[config.mk]
export PLATFORM = sky130hd
export DESIGN_NAME = bcs_sqrt
export DESIGN_NICKNAME = d
export VERILOG_FILES = /design/src/rtl/core/bcs_pkg.sv /design/src/rtl/core/bcs_sqrt.sv
export SDC_FILE = /design/constraint.sdc
export NUM_CORES = 2
export LEC_CHECK = 0
export ABC_AREA = 1
export BUFFER_PORTS_ARGS = -buffer_cell sky130_fd_sc_hd__buf_4
export CORE_ASPECT_RATIO = 0.75
export CORE_MARGIN = 10
export CORE_UTILIZATION = 40
export CTS_CLUSTER_SIZE = 14
export DETAILED_ROUTE_END_ITERATION = 10
export PLACE_DENSITY = 0.61
export RECOVER_POWER = 50
export SLEW_MARGIN = 20
export SYNTH_ARGS = -nofsm -noshare
export SYNTH_HDL_FRONTEND = slang
export SYNTH_SLANG_ARGS = --single-unit
[constraint.sdc]
create_clock -name clock -period 2.9 [get_ports clock]
set_input_delay 0.29 -clock clock [delete_from_list [all_inputs] [get_ports clock]]
set_output_delay 0.29 -clock clock [all_outputs]
set_load 0.02 [all_outputs]
[src/rtl/core/bcs_pkg.sv]
`timescale 1ns / 1ps
package bcs_pkg;
   localparam int MAX_SPHERES_DEF = 1024;
   localparam int COORD_BITS_DEF  = 24;
endpackage

[src/rtl/core/bcs_sqrt.sv]
`timescale 1ns / 1ps
// Pipelined integer square root, one root bit per stage, rounded up.
module bcs_sqrt #(
   parameter int N  = bcs_pkg::COORD_BITS_DEF + 2,
   parameter int PW = bcs_pkg::COORD_BITS_DEF - 1
) (
   input  logic            clock,
   input  logic            reset,
   input  logic            in_valid,
   input  logic [2*N-1:0]  in_value,
   input  logic [PW-1:0]   in_tag,
   output logic            out_valid,
   output logic [N:0]      out_root,
   output logic [PW-1:0]   out_tag
);
   logic [N+1:0]   rem_w [0:N];
   logic [N-1:0]   root_w [0:N];
   logic [2*N-1:0] val_w [0:N];
   logic [PW-1:0]  tag_w [0:N];
   logic           vld_w [0:N];

   assign rem_w[0]  = '0;
   assign root_w[0] = '0;
   assign val_w[0]  = in_value;
   assign tag_w[0]  = in_tag;
   assign vld_w[0]  = in_valid;

   for (genvar k = 0; k < N; k++) begin : g_stage
      logic [N+3:0]   shifted;
      logic [N+3:0]   trial;
      logic           take;
      logic [N+1:0]   rem_ff;
      logic [N-1:0]   root_ff;
      logic [2*N-1:0] val_ff;
      logic [PW-1:0]  tag_ff;
      logic           vld_ff;

      assign shifted = {rem_w[k], val_w[k][2*N-1 -: 2]};
      assign trial   = {2'b00, root_w[k], 2'b01};
      assign take    = shifted >= trial;

      always_ff @(posedge clock) begin
         if (reset) begin
            vld_ff <= 1'b0;
         end else begin
            vld_ff <= vld_w[k];
         end
         rem_ff  <= take ? (shifted[N+1:0] - trial[N+1:0]) : shifted[N+1:0];
         root_ff <= {root_w[k][N-2:0], take};
         val_ff  <= {val_w[k][2*N-3:0], 2'b00};
         tag_ff  <= tag_w[k];
      end

      assign rem_w[k+1]  = rem_ff;
      assign root_w[k+1] = root_ff;
      assign val_w[k+1]  = val_ff;
      assign tag_w[k+1]  = tag_ff;
      assign vld_w[k+1]  = vld_ff;
   end

   // a nonzero remainder means root^2 fell short of the input
   assign out_root  = {1'b0, root_w[N]} + {{N{1'b0}}, (rem_w[N] != '0)};
   assign out_tag   = tag_w[N];
   assign out_valid = vld_w[N];
endmodule

### After elaboration in Yosys (flattened, before gate mapping)

Index checks and enable logic that the tools add are counted.

| word-level totals | value |
|---|---|
| register bits | 2,328 |
| output and inout port bits | 51 |
| logic and storage cells | 210 |

| operators by class | value |
|---|---|
| $add $sub $neg | 27 |
| magnitude comparators | 26 |
| mux-type cells | 26 |
| reduce and logical (&&, ||, !) cells | 1 |

Operators with widths:

| kind | number |
|---|---|
| 2-to-1 mux 28 bit | 25 |
| >= comparator 30 x 10 -> 1 bit | 1 |
| >= comparator 30 x 11 -> 1 bit | 1 |
| >= comparator 30 x 12 -> 1 bit | 1 |
| >= comparator 30 x 13 -> 1 bit | 1 |
| >= comparator 30 x 14 -> 1 bit | 1 |
| >= comparator 30 x 15 -> 1 bit | 1 |
| >= comparator 30 x 16 -> 1 bit | 1 |
| >= comparator 30 x 17 -> 1 bit | 1 |
| >= comparator 30 x 18 -> 1 bit | 1 |
| >= comparator 30 x 19 -> 1 bit | 1 |
| >= comparator 30 x 20 -> 1 bit | 1 |
| >= comparator 30 x 21 -> 1 bit | 1 |
| >= comparator 30 x 22 -> 1 bit | 1 |
| >= comparator 30 x 23 -> 1 bit | 1 |
| >= comparator 30 x 24 -> 1 bit | 1 |
| >= comparator 30 x 25 -> 1 bit | 1 |
| >= comparator 30 x 26 -> 1 bit | 1 |
| >= comparator 30 x 27 -> 1 bit | 1 |
| >= comparator 30 x 3 -> 1 bit | 1 |
| >= comparator 30 x 4 -> 1 bit | 1 |
| >= comparator 30 x 5 -> 1 bit | 1 |
| >= comparator 30 x 6 -> 1 bit | 1 |
| >= comparator 30 x 7 -> 1 bit | 1 |
| 32 further kinds | 32 |

### Longest topological paths before layout

| depth | value |
|---|---|
| depth in word-level cells | 2 |
| mapped depth | 16 |

### Worst setup path before layout

No wires, ideal clock.

| timing path | value |
|---|---|
| path kind | register -> output |
| start point | register g_stage[25].rem_ff[3] |
| end point | output out_root[26] |
| data arrival time | 2.004 ns |
| slack | 0.606 ns |
| stages on the path, launching flop included | 15 |
| cell sequence | dfxtp_1 nor4_1 nand2_1 nor2_1 nand4_1 ha_1 ha_1 nand3_1 nor2_1 nand2_1 nor2_1 nand3_1 nor2_1 nand3b_1 nor3_1 |

| on the way | value |
|---|---|
| cells in the longest elaborated chain, start to end | 2 |

RTL lines:

| item | RTL line | source |
|---|---|---|
| start, declared | bcs_sqrt.sv:32 | `logic [N+1:0] rem_ff;` |
| start signal, assigned | bcs_sqrt.sv:48 | `rem_ff <= take ? (shifted[N+1:0] - trial[N+1:0]) : shifted[N+1:0];` |
| nonzero test 28 bit | bcs_sqrt.sv:62 | `assign out_root = {1'b0, root_w[N]} + {{N{1'b0}}, (rem_w[N] != '0)};` |
| adder 26 x 1 -> 27 bit | bcs_sqrt.sv:62 |  |
| end, declared | bcs_sqrt.sv:13 | `output logic [N:0] out_root,` |

No other way between the ends.

### Final worst setup path

| timing path | value |
|---|---|
| start point | register g_stage[25].rem_ff[17] |
| end point | output out_root[14] |

The elaborated chain is that of the path after synthesis.

==> impl_metrics.csv <==
group,metric,value,unit
run_status,status,"finished with violations",
run_status,violations,"negative setup slack",
final_layout,layout_common_cells,"nand2_1, dfxtp_1, inv_1",
sta,setup_slack,-0.5029,ns
flow_run,drv_cap,0,
sta,rsz0062_at_grt,"true",
synth,yosys.cell_types.count,52,
placed_design,place_area,0.09554,mm2
final_layout,drive_above_1_share,7.175,%
grt,grt_pass1_wl,354100,um
setup_path,crit_chain,"nor4_1 > buf_4 > nand4_1 > ha_2 > ha_4 > nand3_4 > nor2_4 > nand2_2 > nor2_4 > nand3_2 > nor2_4 > buf_4 > nand2_2 > xnor2_2 > buf_4",
cts,clkTransAtPathRegs,0.06,ns
die,ios,129,
cts,clk_latency,0.89,ns
placed_design,hpwl,177900,um
sta,relSlewSlack,48.83,%
synth,synth_edf_count,0,
synth,yosysTopAreaCell,"dfxtp_1",
final_layout,area_delta_synth_final,14.98,%
synth,synth_top_family_by_area,"simple AND/OR/NAND/NOR gates",
setup_path,critPathKind,"flip-flop to primary output",
setup_path,cp-start-kind,"flip-flop",
cts,root_buffer,"clkbuf_16",
grt,antenna_found_initial,3,
synth,synth_ff_type,"dfxtp_1",
synth,synth-seq-cells,2315,
synth,synthTopCellsByArea,"dfxtp_1, nand2_1, inv_1",
cts,cts_htree_levels,4,
sta,max_slew.worst_pin.slew,0.7596,ns
setup_path,cp-end-kind,"primary output",
sta,min_period,3.403,ns
sta,hold_viol,0,
cts,cts.sinks,2315,
sta,drv_slew,0,
die,floorplan.initialDensity,40.22,%
cts,cts_made_buffers,224,
placed_design,place_inst,14852,
synth,postSynth.asyncResetShare,0,%
synth,yosysTopAreaCellShare,51.00,%
placed_design,port-buffer-count,128,
synth,netlist_instances,11747,
setup_path,cp_slowest_cell,"nor4_1",
route,num_vias,70439,
final_layout,regArea,0.04636,mm2
grt,first_global_vias,64504,
sta,clock_skew,0.09589,ns
final_layout,final_common_cell,"nand2_1",
route,antenna_left,0,
final_layout,fin_nets,12682,
final_layout,layoutNonFillerInstCount,15361,
synth,synth.area.mux_share,0,%
grt,grt_max_degree,40,
synth,yosysSeqAreaShare,51.00,%
power,ir_worst_vdd,0.6214,mV
final_layout,fillers,22591,
cts,cts_tree,"built",
route,dr.first_iter.drc_count,6095,
route,wl_per_cell,14.74,um
synth,yosysWarnings,0,
final_layout,final_cell_area,0.1045,mm2
die,fp.dieW,570.4,um
power,p_leak,54.51,nW
die,fp-row-count,151,
synth,synthAdderAreaFrac,5.273,%
synth,synth-xor-area-share,2.949,%
power,p_per_area,869.3,mW/mm2
route,first_pass_iters,6,
die,dieHeight,432.8,um
setup_path,cp.required,2.61,ns
cts,cts.path.max_buffers,4,
sta,fin_crit_sh,117.3,%
setup_path,crit_fanout,2,
synth,syn-num-nets,12208,
die,die_area,0.2469,mm2
die,core,0.2260,mm2
route,wl,226400,um
min_path,hp-class,"input port to flip-flop",
grt,grt_overflow,0,
grt,grt_use_total,17.75,%
route,viasPerCell,4.586,
final_layout,multi_input_area,0.03655,mm2
synth,synth_compound_area_share,4.505,%
setup_path,arrival,3.11,ns
synth,synthSimpleGateAreaFrac,27.22,%
setup_path,cpPeakStageDelay,0.36,ns
sta,fmax,293.9,MHz
route,drc,0,
placed_design,gpl.final_weighted_congestion,0.9229,
synth,syn_avg_cell_area,7.736,um2
sta,setup_viol,25,
synth,netlist_area,0.09088,mm2
-- registers in the layout, indices dropped and copies added, names as in the netlist --
signal	cells
g_stage.tag_ff	575
g_stage.val_ff	650
g_stage.vld_ff	25
g_stage.root_ff	351
g_stage.rem_ff	690
out_valid	1
out_tag	23
-- final timing paths --
| check | start | end | slack [ns] | cells past startpoint |
|---|---|---|---|---|
| max | g_stage[25].rem_ff[17] | out_root[14] | -0.50 | 15 |
| min | in_value[20] | g_stage[0].val_ff[22] | 0.09 | 2 |
| max reg2reg | g_stage[23].root_ff[21] | g_stage[24].rem_ff[0] | 0.33 | 12 |
| min reg2reg | g_stage[15].val_ff[44] | g_stage[16].val_ff[46] | 0.27 | 0 |
-- layer usage --
layer  global-route usage [%]  routed length (um)  vias up
met5                        0                  27        -
met4                    3.954                4475        4
met3                    4.086               19560      310
met2                    24.52               85670     2024
met1                    27.57              116700    31182
li1                         -                   -    36919
-- what timing repair did --
action                                 in CTS  in global routing
hold buffers                              114                  0
setup endpoints to repair                  26                 26
gates cloned                                0                  0
gates resized for setup                    27                 44
endpoints found under the hold margin     102                  0
buffers inserted                            8                  4
pin swaps                                  10                 12
-- where the power goes --
group          leakage, nW  total (mW)  internal [mW]  switching, mW
clock                 3.61        29.1           17.0           12.1
combinational         31.5        21.7           7.81           13.9
sequential            19.4        40.0           36.4           3.59
-- layout make-up --
class,count,share of cell area (%)
inverters,1983,7.142
clock buffers,299,6.018
well taps,2983,3.572
multi-input cells,7355,34.98
flip-flops and latches,2315,44.36
diodes,1,0.002395
repair buffers,342,2.834
clock inverters,83,1.084
-- cell usage after synthesis (8+ instances only) --
cell type / instances
buf_4: 28
o21ai_2: 16
nand2_1: 3810
nor2_1: 918
nand3_2: 8
a21oi_1: 359
buf_6: 33
and3_1: 11
o21a_1: 8
inv_1: 1944
nand4_1: 157
inv_2: 29
o21ai_0: 191
nor4_1: 16
nor2_2: 36
nor3_2: 10
nand3b_1: 91
nand3_1: 647
nor3_1: 112
xor2_1: 212
ha_1: 383
and2_1: 28
inv_4: 8
dfxtp_1: 2315
a21oi_2: 81
nand2_2: 30
buf_2: 26
nand2_4: 8
o21bai_1: 27
xnor2_1: 94
o21ai_1: 19
or2_2: 33
-- through the flow --
stage	utilization, %	setup WS (ns)	hold WS, ns	TNS [ns]	power (mW)
finish	46.24	-0.5029	0.08510	-9.197	90.83
global route	46.24	-0.6846	0.04553	-13.49	96.19
CTS	46.15	-0.6104	0.0009177	-11.82	91.19
detailed placement	42.28	0.06350	0.3121	0	61.19
global placement	42.28	0.05191	0.3095	0	61.20
floorplan	-	0.6061	0.3096	0	54.00
-- worst max-delay path, delay by kind of cell (launching register included) --
family,cells,cell delay (ns)
flip-flops,1,0.30
AND/OR/NAND/NOR,9,0.96
buffers and inverters,3,0.49
adder cells (fa/ha/maj),2,0.41
XOR/XNOR,1,0.12
-- logic make-up (layout without fill, tap and decap cells) --
logic type / count (synthesis) / in the layout
simple gates: 5947 / 5947
flops: 2315 / 2315
other cells: 1 / 2
xor+xnor: 306 / 306
compound gates: 718 / 718
fa+ha+maj: 383 / 383
buf+inv: 2077 / 2707
No activity file was read; power rests on OpenSTA's default activity.
